File: src/rtl/core/keyed_recency_order_list_defines.svh
// Assertion helpers; i_clk and i_rst_n are taken from the enclosing module.
`ifndef KEYED_RECENCY_ORDER_LIST_DEFINES_SVH
`define KEYED_RECENCY_ORDER_LIST_DEFINES_SVH

// Same-cycle implication.
`define KROL_ASSERT_IMP(lbl, ante, cons) \
    lbl: assert property (@(posedge i_clk) disable iff (!i_rst_n) (ante) |-> (cons)) \
        else $error("assertion failed");

// Next-cycle implication.
`define KROL_ASSERT_NXT(lbl, ante, cons) \
    lbl: assert property (@(posedge i_clk) disable iff (!i_rst_n) (ante) |=> (cons)) \
        else $error("assertion failed");

`endif

File: src/rtl/core/krol_pkg.sv
package krol_pkg;

    localparam int CAPACITY_DEF = 16;
    localparam int KEY_BITS_DEF = 16;

    localparam int KEY_W    = 16;
    localparam int REQ_W    = 3;
    localparam int STATUS_W = 2;
    localparam int COUNT_W  = 5;

    typedef enum logic [REQ_W-1:0] {
        REQ_INS_HEAD = 3'd0,
        REQ_INS_TAIL = 3'd1,
        REQ_REMOVE   = 3'd2,
        REQ_POP_HEAD = 3'd3,
        REQ_POP_TAIL = 3'd4,
        REQ_TO_HEAD  = 3'd5,
        REQ_TO_TAIL  = 3'd6,
        REQ_CLEAR    = 3'd7
    } t_req_e;

    typedef enum logic [STATUS_W-1:0] {
        ST_OK        = 2'd0,
        ST_NOT_FOUND = 2'd1,
        ST_EMPTY     = 2'd2,
        ST_FULL      = 2'd3
    } t_status_e;

    // Broadcast control from the sequencer to every cell.
    typedef struct packed {
        logic   cmp;    // latch key compare result
        logic   apply;  // commit the list update
        t_req_e op;
    } t_cell_ctl;

endpackage

File: src/rtl/core/krol_req_if.sv
interface krol_req_if;
    logic                        valid;
    logic                        ready;
    logic [krol_pkg::REQ_W-1:0]  req_type;
    logic [krol_pkg::KEY_W-1:0]  key;

    modport source (output valid, output req_type, output key, input ready);
    modport sink   (input valid, input req_type, input key, output ready);
endinterface

File: src/rtl/core/krol_rsp_if.sv
interface krol_rsp_if;
    logic                           valid;
    logic                           ready;
    logic [krol_pkg::STATUS_W-1:0]  status;
    logic [krol_pkg::COUNT_W-1:0]   count;
    logic [krol_pkg::KEY_W-1:0]     head_key;
    logic [krol_pkg::KEY_W-1:0]     tail_key;

    modport source (output valid, output status, output count, output head_key,
                    output tail_key, input ready);
    modport sink   (input valid, input status, input count, input head_key,
                    input tail_key, output ready);
endinterface

File: src/rtl/core/krol_cell.sv
module krol_cell #(
    parameter int IDX      = 0,
    parameter int CW       = 5,
    parameter int KEY_BITS = krol_pkg::KEY_BITS_DEF
) (
    input  logic                i_clk,
    input  krol_pkg::t_cell_ctl i_ctl,
    input  logic [CW-1:0]       i_cnt,
    input  logic [KEY_BITS-1:0] i_req_key,
    input  logic [KEY_BITS-1:0] i_left,
    input  logic [KEY_BITS-1:0] i_right,
    input  logic                i_incl,   // at or past the first match
    input  logic                i_excl,   // strictly past the first match
    output logic [KEY_BITS-1:0] o_key,
    output logic                o_match
);

    localparam logic [CW-1:0] IDX_C = CW'(IDX);

    logic [KEY_BITS-1:0] r_key;
    logic [KEY_BITS-1:0] n_key;
    logic                r_match;
    logic                w_is_last;

    assign w_is_last = (IDX_C == i_cnt - 1'b1);

    always_comb begin
        n_key = r_key;
        case (i_ctl.op)
            krol_pkg::REQ_INS_HEAD: begin
                n_key = (IDX == 0) ? i_req_key : i_left;
            end
            krol_pkg::REQ_INS_TAIL: begin
                if (IDX_C == i_cnt) n_key = i_req_key;
            end
            krol_pkg::REQ_REMOVE: begin
                if (i_incl) n_key = i_right;
            end
            krol_pkg::REQ_POP_HEAD: begin
                n_key = i_right;
            end
            krol_pkg::REQ_TO_HEAD: begin
                if (IDX == 0) n_key = i_req_key;
                else if (!i_excl) n_key = i_left;
            end
            krol_pkg::REQ_TO_TAIL: begin
                if (w_is_last) n_key = i_req_key;
                else if (i_incl) n_key = i_right;
            end
            default: begin
                n_key = r_key;
            end
        endcase
    end

    always_ff @(posedge i_clk) begin
        if (i_ctl.apply) r_key <= n_key;
        if (i_ctl.cmp)   r_match <= (IDX_C < i_cnt) && (r_key == i_req_key);
    end

    assign o_key   = r_key;
    assign o_match = r_match;

endmodule

File: src/rtl/core/keyed_recency_order_list.sv
// From request transaction to response valid: key compare in every cell (S_MATCH),
// list update (S_APPLY), head/tail readout into the output register (S_REPORT).
// A new request is taken only in S_IDLE, once the previous response has been
// registered; an output stall holds the sequence in S_REPORT.
// Reset: i_rst_n synchronous active low; empties the list and drops any
// pending response. Cell keys are not reset.
`include "keyed_recency_order_list_defines.svh"

module keyed_recency_order_list #(
    parameter int CAPACITY = krol_pkg::CAPACITY_DEF,
    parameter int KEY_BITS = krol_pkg::KEY_BITS_DEF
) (
    input  logic       i_clk,
    input  logic       i_rst_n,
    krol_req_if.sink   i_req,
    krol_rsp_if.source o_rsp
);

    localparam int CW   = $clog2(CAPACITY + 1);
    localparam int IW   = $clog2(CAPACITY);
    localparam int LVLS = $clog2(CAPACITY);
    localparam logic [CW-1:0] CAP_C = CW'(CAPACITY);

    typedef enum logic [3:0] {
        S_IDLE   = 4'b0001,
        S_MATCH  = 4'b0010,
        S_APPLY  = 4'b0100,
        S_REPORT = 4'b1000
    } t_state_e;

    t_state_e              r_state, n_state;
    logic [CW-1:0]         r_cnt, n_cnt;
    krol_pkg::t_req_e      r_op;
    logic [KEY_BITS-1:0]   r_req_key;
    krol_pkg::t_status_e   r_status, n_status;

    logic                                r_rsp_valid;
    logic [krol_pkg::STATUS_W-1:0]       r_rsp_status;
    logic [krol_pkg::COUNT_W-1:0]        r_rsp_count;
    logic [krol_pkg::KEY_W-1:0]          r_rsp_head;
    logic [krol_pkg::KEY_W-1:0]          r_rsp_tail;

    logic [KEY_BITS-1:0]   w_keys [CAPACITY];
    logic [CAPACITY-1:0]   w_match;
    logic [CAPACITY-1:0]   w_incl;
    logic [CAPACITY-1:0]   w_excl;
    logic                  w_found;
    logic                  w_ok;
    logic                  w_accept;
    logic                  w_out_free;
    krol_pkg::t_cell_ctl   w_ctl;
    logic [31:0]           w_key32;
    logic [31:0]           w_cnt32;
    logic [31:0]           w_head32;
    logic [31:0]           w_tail32;
    logic [CW-1:0]         w_last;

    assign w_accept   = i_req.valid && i_req.ready;
    assign w_out_free = !r_rsp_valid || o_rsp.ready;
    assign i_req.ready = (r_state == S_IDLE);
    assign w_key32    = 32'(i_req.key);

    // Inclusive prefix OR of match bits: everything at or after the first hit.
    always_comb begin
        w_incl = w_match;
        for (int l = 0; l < LVLS; l++) begin
            w_incl = w_incl | (w_incl << (1 << l));
        end
    end
    assign w_excl  = w_incl << 1;
    assign w_found = w_incl[CAPACITY-1];

    always_comb begin
        n_status = krol_pkg::ST_OK;
        n_cnt    = r_cnt;
        case (r_op)
            krol_pkg::REQ_INS_HEAD, krol_pkg::REQ_INS_TAIL: begin
                if (r_cnt >= CAP_C) n_status = krol_pkg::ST_FULL;
                else n_cnt = r_cnt + 1'b1;
            end
            krol_pkg::REQ_REMOVE, krol_pkg::REQ_TO_HEAD, krol_pkg::REQ_TO_TAIL: begin
                if (r_cnt == '0) n_status = krol_pkg::ST_EMPTY;
                else if (!w_found) n_status = krol_pkg::ST_NOT_FOUND;
                else if (r_op == krol_pkg::REQ_REMOVE) n_cnt = r_cnt - 1'b1;
            end
            krol_pkg::REQ_POP_HEAD, krol_pkg::REQ_POP_TAIL: begin
                if (r_cnt == '0) n_status = krol_pkg::ST_EMPTY;
                else n_cnt = r_cnt - 1'b1;
            end
            krol_pkg::REQ_CLEAR: begin
                n_cnt = '0;
            end
            default: begin
                n_cnt = r_cnt;
            end
        endcase
    end

    assign w_ok = (n_status == krol_pkg::ST_OK);

    always_comb begin
        w_ctl.cmp   = (r_state == S_MATCH);
        w_ctl.apply = (r_state == S_APPLY) && w_ok;
        w_ctl.op    = r_op;
    end

    always_comb begin
        n_state = r_state;
        case (r_state)
            S_IDLE:   if (w_accept) n_state = S_MATCH;
            S_MATCH:  n_state = S_APPLY;
            S_APPLY:  n_state = S_REPORT;
            S_REPORT: if (w_out_free) n_state = S_IDLE;
            default:  n_state = S_IDLE;
        endcase
    end

    always_ff @(posedge i_clk) begin
        if (!i_rst_n) begin
            r_state     <= S_IDLE;
            r_cnt       <= '0;
            r_rsp_valid <= 1'b0;
        end else begin
            r_state <= n_state;
            if (r_state == S_APPLY) r_cnt <= n_cnt;
            if (r_state == S_REPORT && w_out_free) r_rsp_valid <= 1'b1;
            else if (o_rsp.ready) r_rsp_valid <= 1'b0;
        end
    end

    always_ff @(posedge i_clk) begin
        if (w_accept) begin
            r_op      <= krol_pkg::t_req_e'(i_req.req_type);
            r_req_key <= w_key32[KEY_BITS-1:0];
        end
        if (r_state == S_APPLY) r_status <= n_status;
        if (r_state == S_REPORT && w_out_free) begin
            r_rsp_status <= r_status;
            r_rsp_count  <= w_cnt32[krol_pkg::COUNT_W-1:0];
            r_rsp_head   <= (r_cnt == '0) ? '0 : w_head32[krol_pkg::KEY_W-1:0];
            r_rsp_tail   <= (r_cnt == '0) ? '0 : w_tail32[krol_pkg::KEY_W-1:0];
        end
    end

    assign w_last   = r_cnt - 1'b1;
    assign w_cnt32  = 32'(r_cnt);
    assign w_head32 = 32'(w_keys[0]);
    assign w_tail32 = 32'(w_keys[w_last[IW-1:0]]);

    for (genvar g = 0; g < CAPACITY; g++) begin : g_cell
        logic [KEY_BITS-1:0] w_left;
        logic [KEY_BITS-1:0] w_right;

        if (g == 0) begin : g_first
            assign w_left = '0;
        end else begin : g_mid_l
            assign w_left = w_keys[g-1];
        end
        if (g == CAPACITY - 1) begin : g_last
            assign w_right = '0;
        end else begin : g_mid_r
            assign w_right = w_keys[g+1];
        end

        krol_cell #(
            .IDX      (g),
            .CW       (CW),
            .KEY_BITS (KEY_BITS)
        ) u_cell (
            .i_clk     (i_clk),
            .i_ctl     (w_ctl),
            .i_cnt     (r_cnt),
            .i_req_key (r_req_key),
            .i_left    (w_left),
            .i_right   (w_right),
            .i_incl    (w_incl[g]),
            .i_excl    (w_excl[g]),
            .o_key     (w_keys[g]),
            .o_match   (w_match[g])
        );
    end

    assign o_rsp.valid    = r_rsp_valid;
    assign o_rsp.status   = r_rsp_status;
    assign o_rsp.count    = r_rsp_count;
    assign o_rsp.head_key = r_rsp_head;
    assign o_rsp.tail_key = r_rsp_tail;

    `KROL_ASSERT_IMP(a_cnt_bound, 1'b1, r_cnt <= CAP_C)
    `KROL_ASSERT_NXT(a_accept_seq, w_accept, r_state == S_MATCH)
    `KROL_ASSERT_NXT(a_full_keeps, (r_state == S_APPLY) && (n_status == krol_pkg::ST_FULL),
        r_cnt == $past(r_cnt))
    `KROL_ASSERT_IMP(a_empty_zero, r_rsp_valid && (r_rsp_count == '0) && (CAPACITY < 32),
        (r_rsp_head == '0) && (r_rsp_tail == '0))

endmodule

File: src/flat_wrapper.sv
// flat-port wrapper written by rule: the top's interface ports become plain ports
module keyed_recency_order_list_flat 
#(
    parameter int CAPACITY = krol_pkg::CAPACITY_DEF,
    parameter int KEY_BITS = krol_pkg::KEY_BITS_DEF
)
  (i_clk, i_rst_n, i_req_valid, i_req_req_type, i_req_key, i_req_ready, o_rsp_valid, o_rsp_status, o_rsp_count, o_rsp_head_key, o_rsp_tail_key, o_rsp_ready);
  krol_req_if i_req_i ();
  krol_rsp_if o_rsp_i ();
  input  logic i_clk;
  input  logic i_rst_n;
  input wire logic [$bits(i_req_i.valid)-1:0] i_req_valid;
  input wire logic [$bits(i_req_i.req_type)-1:0] i_req_req_type;
  input wire logic [$bits(i_req_i.key)-1:0] i_req_key;
  output wire logic [$bits(i_req_i.ready)-1:0] i_req_ready;
  output wire logic [$bits(o_rsp_i.valid)-1:0] o_rsp_valid;
  output wire logic [$bits(o_rsp_i.status)-1:0] o_rsp_status;
  output wire logic [$bits(o_rsp_i.count)-1:0] o_rsp_count;
  output wire logic [$bits(o_rsp_i.head_key)-1:0] o_rsp_head_key;
  output wire logic [$bits(o_rsp_i.tail_key)-1:0] o_rsp_tail_key;
  input wire logic [$bits(o_rsp_i.ready)-1:0] o_rsp_ready;
  assign i_req_i.valid = i_req_valid;
  assign i_req_i.req_type = i_req_req_type;
  assign i_req_i.key = i_req_key;
  assign i_req_ready = i_req_i.ready;
  assign o_rsp_valid = o_rsp_i.valid;
  assign o_rsp_status = o_rsp_i.status;
  assign o_rsp_count = o_rsp_i.count;
  assign o_rsp_head_key = o_rsp_i.head_key;
  assign o_rsp_tail_key = o_rsp_i.tail_key;
  assign o_rsp_i.ready = o_rsp_ready;
  keyed_recency_order_list #(.CAPACITY(CAPACITY), .KEY_BITS(KEY_BITS)) u_core (.i_clk(i_clk), .i_rst_n(i_rst_n), .i_req(i_req_i), .o_rsp(o_rsp_i));
endmodule
File: config.mk
export PLATFORM = sky130hd
export DESIGN_NAME = keyed_recency_order_list_flat
export DESIGN_NICKNAME = d
export VERILOG_FILES = /design/src/rtl/core/krol_pkg.sv /design/src/rtl/core/krol_req_if.sv /design/src/rtl/core/krol_rsp_if.sv /design/src/rtl/core/krol_cell.sv /design/src/rtl/core/keyed_recency_order_list.sv /design/src/flat_wrapper.sv
export VERILOG_INCLUDE_DIRS = /design/src /design/src/rtl/core
export SDC_FILE = /design/constraint.sdc
export NUM_CORES = 1
export LEC_CHECK = 0
export BUFFER_PORTS_ARGS = -buffer_cell sky130_fd_sc_hd__buf_2
export CAP_MARGIN = 10
export CORE_AREA = 2 2 290 292
export CTS_BUF_LIST = sky130_fd_sc_hd__clkbuf_4 sky130_fd_sc_hd__clkbuf_8 sky130_fd_sc_hd__clkbuf_16
export CTS_CLUSTER_DIAMETER = 200
export DETAILED_ROUTE_END_ITERATION = 8
export DIE_AREA = 0 0 292 294
export GPL_ROUTABILITY_DRIVEN = 0
export SLEW_MARGIN = 20
export SYNTH_ARGS = -nofsm -noshare
export SYNTH_HDL_FRONTEND = slang
export SYNTH_SLANG_ARGS = --single-unit
File: constraint.sdc
create_clock -name i_clk -period 3.95 [get_ports i_clk]
set_input_delay 0.395 -clock i_clk [delete_from_list [all_inputs] [get_ports i_clk]]
set_output_delay 0.395 -clock i_clk [all_outputs]
set_load 0.02 [all_outputs]
== Word level (Yosys, flattened, before mapping) ==
Index checks and enable logic that the tools add are counted.
W data, S select, Z words.

* Register bits: 342
* Bits in latches: 0
* Bits in writable memories: 0
* ROM bits: 0
* Input port bits: 23
* Word-level logic and storage cells: 280
* Memories: 0

* $add $sub $neg: 2
* Multipliers: 0
* Div/mod/pow operators: 0
* $lt $le $gt $ge: 18
* Equal/unequal tests: 80
* Shift-type cells: 0
* Mux-type cells: 83
* Bitwise gates (word level): 5
* Reductions and logical operators: 50

{| class="wikitable"
|+ Operators with widths
! cell !! number
|-
| $pmux W16 S6 || 15
|-
| $mux W16 || 50
|-
| $eq A16 B16 Y1 || 16
|-
| $eq A4 B5 Y1 const A || 16
|-
| $pmux W16 S5 || 1
|-
| $bmux W16 S4 || 1
|-
| $or A16 B16 Y16 || 4
|-
| $reduce_and A3 Y1 || 16
|-
| $eq A3 B5 Y1 const A || 8
|-
| $lt A4 B5 Y1 const A || 8
|-
| $ne A2 B2 Y1 const B || 19
|-
| $mux W5 || 5
|-
| $eq A2 B5 Y1 const A || 4
|-
| $lt A3 B5 Y1 const A || 4
|-
| $pmux W5 S4 || 1
|-
| $logic_and A1 B1 Y1 || 19
|-
| $pmux W4 S4 || 1
|-
| $eq A3 B3 Y1 const B || 4
|-
| $eq A1 B5 Y1 const A || 2
|-
| $ge A5 B5 Y1 const B || 2
|-
| $logic_not A5 Y1 || 2
|-
| $lt A1 B5 Y1 const A || 2
|-
| $lt A2 B5 Y1 const A || 2
|-
| $mux W4 || 2
|-
| 24 further kinds || 34
|}

== Longest topological paths before layout ==
* Depth in word-level cells: 10
* Gate-level depth with buffers: 14

== Cells and area by module ==
From an unflattened synthesis, not the netlist that was laid out.

* Cell total of the unflattened synthesis: 3,203
* Area total of the unflattened synthesis: 30,494.2 um^2

{| class="wikitable"
|+ By module, submodules not included
! module !! times used !! cells an instance !! area each (um^2) !! seq. area each (um^2)
|-
| keyed_recency_order_list || 1 || 361 || 5,096.1 || 2,001.9
|-
| krol_cell at u_core.g_cell[13].u_cell || 1 || 203 || 1,750.4 || 510.5
|-
| krol_cell at u_core.g_cell[9].u_cell || 1 || 180 || 1,745.4 || 510.5
|-
| krol_cell at u_core.g_cell[3].u_cell || 1 || 180 || 1,684.1 || 510.5
|-
| krol_cell at u_core.g_cell[10].u_cell || 1 || 181 || 1,670.4 || 510.5
|-
| krol_cell at u_core.g_cell[5].u_cell || 1 || 182 || 1,665.3 || 510.5
|-
| krol_cell at u_core.g_cell[8].u_cell || 1 || 181 || 1,661.6 || 510.5
|-
| krol_cell at u_core.g_cell[11].u_cell || 1 || 182 || 1,649.1 || 510.5
|-
| krol_cell at u_core.g_cell[6].u_cell || 1 || 166 || 1,607.8 || 510.5
|-
| krol_cell at u_core.g_cell[7].u_cell || 1 || 194 || 1,602.8 || 510.5
|-
| krol_cell at u_core.g_cell[1].u_cell || 1 || 194 || 1,570.3 || 510.5
|-
| krol_cell at u_core.g_cell[4].u_cell || 1 || 198 || 1,565.3 || 510.5
|-
| krol_cell at u_core.g_cell[2].u_cell || 1 || 161 || 1,561.5 || 510.5
|-
| krol_cell at u_core.g_cell[12].u_cell || 1 || 163 || 1,547.7 || 510.5
|-
| 3 more rows || n/a || n/a || n/a || n/a
|}

== Least setup slack after synthesis ==
Ideal clock, no wire load.

* Kind: flip-flop to flip-flop
* Start point: reg u_core.r_cnt[0]
* End point: reg u_core.g_cell[3].u_cell.r_key[0] (enable)
* Setup time: 388 ps
* Data arrival time: 3,382 ps
* Required time: 3,562 ps
* Path slack: 180 ps
* Cell stages (with the launch flop): 13
* Buffers on the path: 6
* Period minus slack after synthesis: 3,770 ps
* Cell sequence: dfxtp_1 clkbuf_1 buf_1 clkbuf_1 inv_1 ha_1 clkbuf_1 nor4b_1 clkbuf_1 a21oi_1 o211ai_1 buf_2 nor2_1

* Word-level cells in the longest chain between the ends: 6

{| class="wikitable"
|+ Ends and longest elaborated chain
! item !! RTL line !! source
|-
| start, declared || keyed_recency_order_list.sv:32 || <nowiki>logic [CW-1:0] r_cnt, n_cnt;</nowiki>
|-
| start signal, assigned || keyed_recency_order_list.sv:125 || <nowiki>if (r_state == S_APPLY) r_cnt <= n_cnt;</nowiki>
|-
| $ge A5 B5 Y1 or $logic_not A5 Y1 (tied branches) || keyed_recency_order_list.sv:78, keyed_recency_order_list.sv:82, keyed_recency_order_list.sv:87 ||
|-
| $mux W2, on equally long branches || keyed_recency_order_list.sv:78, keyed_recency_order_list.sv:82, keyed_recency_order_list.sv:87 ||
|-
| $pmux W2 S3 || keyed_recency_order_list.sv:76 || <nowiki>case (r_op)</nowiki>
|-
| $logic_not A2 Y1 || keyed_recency_order_list.sv:99 || <nowiki>assign w_ok = (n_status == krol_pkg::ST_OK);</nowiki>
|-
| $logic_and A1 B1 Y1 || keyed_recency_order_list.sv:103 || <nowiki>w_ctl.apply = (r_state == S_APPLY) && w_ok;</nowiki>
|-
| $reduce_and A3 Y1 (no line) * || n/a ||
|-
| end signal, assigned || krol_cell.sv:57 || <nowiki>if (i_ctl.apply) r_key <= n_key;</nowiki>
|-
| end, declared || krol_cell.sv:20 || <nowiki>logic [KEY_BITS-1:0] r_key;</nowiki>
|}

Mark *: on every way between the ends. The rest lies on a longest branch, timed or not.
A chain may end at the register's enable or synchronous reset.

== Worst setup path in the final report ==
* Start point: reg u_core.r_op[0]
* End point: reg u_core.g_cell[15].u_cell.r_key[15], data pin

* Word-level cells in the longest chain between the ends: 2

{| class="wikitable"
|+ Ends and longest elaborated chain
! item !! RTL line !! source
|-
| start, declared || keyed_recency_order_list.sv:33 || <nowiki>krol_pkg::t_req_e r_op;</nowiki>
|-
| start signal, assigned || keyed_recency_order_list.sv:133 || <nowiki>r_op <= krol_pkg::t_req_e'(i_req.req_type);</nowiki>
|-
| $eq A3 B3 Y1, or another cell as far along || krol_cell.sv:29 || <nowiki>case (i_ctl.op)</nowiki>
|-
| $pmux W16 S6 * || krol_cell.sv:29 ||
|-
| named net u_core.g_cell[15].u_cell.n_key[15] || krol_cell.sv:21 || <nowiki>logic [KEY_BITS-1:0] n_key;</nowiki>
|-
| end signal, assigned || krol_cell.sv:57 ||
|-
| end, declared || krol_cell.sv:20 ||
|}

Mark *: on every way through the listed nets, which the timed path passes. The rest lies on a longest branch.

==> flow_metrics.tcl <==
set metrics [dict create \
    p_leak_nw 11.2 \
    syn-num-nets 3133 \
    cpMostUsedCell "buf_4" \
    ys_seq_elements 342 \
    powerDensity_nw_per_um2 318 \
    slowest_stage "edfxtp_1" \
    power.internal_w 0.00691 \
    synth_most_common_cell "edfxtp_1" \
    synth-edff-count 332 \
    hold_viol 0 \
    dp.cells 4013 \
    p_seq_share_pct 40.9 \
    chipHeight_um 294 \
    synthArstFlopShare_pct 0 \
    tightest_slew_ns 1.13 \
    synth_top_cell_by_area "edfxtp_1" \
    grt_max_degree 108 \
    instances_no_fill 4111 \
    tns_ns 0 \
    ys.flop_type "edfxtp_1" \
    yosysWarnings 0 \
    synth_cell_types 74 \
    port_buffers 63 \
    slew_viol_final 0 \
    clk_pin_slew_ns 0.07 \
    p_total_w 0.0101 \
    final_util_pct 38.5 \
    die_w_um 292 \
    fin_skew_ns 0.0236 \
    maxCapViolCount 0 \
    cts.sinks 342 \
    cts_hold_buf 18 \
    crit_fanout 54 \
    num_rows 106 \
    crit_type "reg2reg" \
    min_path_type "in2reg" \
    floorplan.initialDensity_pct 34.8 \
    combPwrFrac_pct 20.2 \
    fmax_mhz 293 \
    rsz0062_at_grt "no" \
    final_nets 3026 \
    crit_path_end_kind "flop" \
    antenna_found_initial 6 \
    clockBufferDepth 3 \
    ys_seq_area_share_pct 35.3 \
    synth_commonest_cells "332 x edfxtp_1, 291 x nor2_1, 272 x clkbuf_1, 264 x nand2_1, 191 x mux2i_1" \
    wire_per_inst_um 31.3 \
    grt_pass1_vias 26200 \
    violations "DRC" \
    dr_total_vias 28100 \
    ir_drop_uv 266 \
    netlist_instances 3104 \
    grt_pass1_wl_mm 187 \
    power_switching_w 0.00322 \
    synth_top_cell_area_share_pct 34.6 \
    drt_iter0_markers 4230 \
    cts_resized 0 \
    maxSlewHeadroom_pct 24.6 \
    die-area_sq_um 85800 \
    path_cells "nand2b_1 -> nor2_4 -> buf_4 -> buf_4 -> a22o_1 -> a21oi_1 -> o22ai_1" \
    syn_avg_cell_area_sq_um 9.28 \
    root_buffer "clkbuf_16" \
    period_minus_slack_ns 3.41 \
    netlist_area_sq_um 28800 \
    viasPerCell 6.83 \
    finalSetupViolations 0 \
    slowest_delay_ns 0.71 \
    synthTopCellsByArea "edfxtp_1 35%, mux2i_1 6.6%, mux4_2 6.3%, xor2_1 4.5%, nor2_1 3.8%" \
    routed_wl_mm 128 \
    power.share.switching_pct 31.8 \
    cts_tree "built" \
    clock_latency_ns 0.63 \
    overflow 0 \
    cts-buffers-inserted 43 \
    period_share_pct 86.4 \
    required_ns 4.41 \
    drive_gt1_share_pct 14.1 \
    drc 3 \
    ant_nets 0 \
    crit_arrival_ns 3.87 \
    coreArea_sq_um 82900 \
    first_pass_iters 9 \
    io_pins 64 \
    track_usage_pct 29.1 \
    power_frac_clock_pct 38.9 \
    htree_levels 2 \
    status "finished, violations left" \
    syn_to_final_growth_pct 10.6 \
    hpwl_mm 85.2 \
    startpoint_type "flop" \
    postCtsSetupBuffers 0 \
]
cells in the final DEF (no fill, tap or decap), types with 26 or more instances in the layout:
cell type / instances
nor4_1: 41
nand2_1: 263
mux2_2: 33
xnor2_1: 111
buf_2: 63
a221oi_1: 110
a21oi_1: 156
o32a_1: 26
xor2_1: 147
mux2i_1: 191
edfxtp_1: 332
a211oi_1: 113
nor2b_1: 34
o21ai_0: 168
a31oi_1: 56
o21a_1: 72
o221ai_1: 41
o211ai_1: 59
clkbuf_16: 43
nor2_1: 289
nand3_1: 28
buf_4: 109
o22a_1: 32
o22ai_1: 46
nand4_1: 37
mux4_2: 80
registers in the layout, indices dropped and copies added (netlist names):
name,count
u_core.o_rsp.head_key,16
u_core.r_cnt,5
u_core.o_rsp.status,2
u_core.r_req_key,16
u_core.o_rsp.valid,1
u_core.o_rsp.count,5
u_core.r_state,4
u_core.o_rsp.tail_key,16
u_core.r_status,2
u_core.r_op,3
u_core.g_cell.u_cell.o_key,256
u_core.g_cell.u_cell.o_match,16
worst max-delay path, delay by kind of cell, from the launching register on:
family	cells	cell delay, ns
flip-flops	1	0.71
AND/OR/NAND/NOR	2	0.41
buffers and inverters	2	1.12
AO/OA/AOI/OAI	3	0.96
cell families (layout without fill, tap and decap cells):
logic type | after synthesis | after routing | share of synthesized area (%)
compound gates | 1007 | 1007 | 24.6
simple gates | 801 | 801 | 12.6
buf+inv | 384 | 307 | 5.19
flops | 342 | 342 | 35.3
mux | 305 | 305 | 14.2
xor+xnor | 259 | 259 | 7.87
fa+ha+maj | 6 | 6 | 0.260
other cells | 0 | 4 | 0
power by group through the flow:
stage	logic, W	registers [W]	clock network, W
after floorplan	0.00132	0.00416	0
after global placement	0.00192	0.00421	0
after detailed placement	0.00194	0.00421	0
after CTS	0.00196	0.00414	0.00394
after global routing	0.00215	0.00414	0.00407
final	0.00204	0.00414	0.00394
final cells by class:
type                       instances  area (sq um)
clock inverter                    22           198
sequential                       342         10200
clock buffer                      53          1150
fill                            8224         51000
timing repair buffer             206          1640
multi-input combinational       2378         17300
antenna                            4          10.0
tap                             1080          1350
inverter                          26          97.6
worst paths after layout:
path                                          from                                  to  slack, ns  cells after the start
worst max register to register      u_core.r_op[0]  u_core.g_cell[15].u_cell.o_key[15]       0.54                      7
worst max-delay path                u_core.r_op[0]  u_core.g_cell[15].u_cell.o_key[15]       0.54                      7
worst min register to register  u_core.r_status[1]              u_core.o_rsp.status[1]       0.42                      0
worst min-delay path                  i_req_key[0]                 u_core.r_req_key[0]       0.03                      1
per-stage QoR:
step / hold WS [ns] / setup WS (ns) / cell area (sq um)
2_1_floorplan: 0.400 / 0.180 / 28800
3_3_place_gp: 0.415 / 0.716 / 30300
3_5_place_dp: 0.408 / 0.678 / 30300
4_1_cts: 0.0181 / 0.637 / 31800
5_1_grt: 0.0290 / 0.418 / 31900
6_report: 0.0271 / 0.539 / 31900
routing by layer:
metal	wire length, um	track usage (%)
met3	16100	8.12
met1	48400	37.2
met4	8680	16.9
met5	41	0
met2	55300	43.8
No activity file was read; power rests on OpenSTA's default activity.
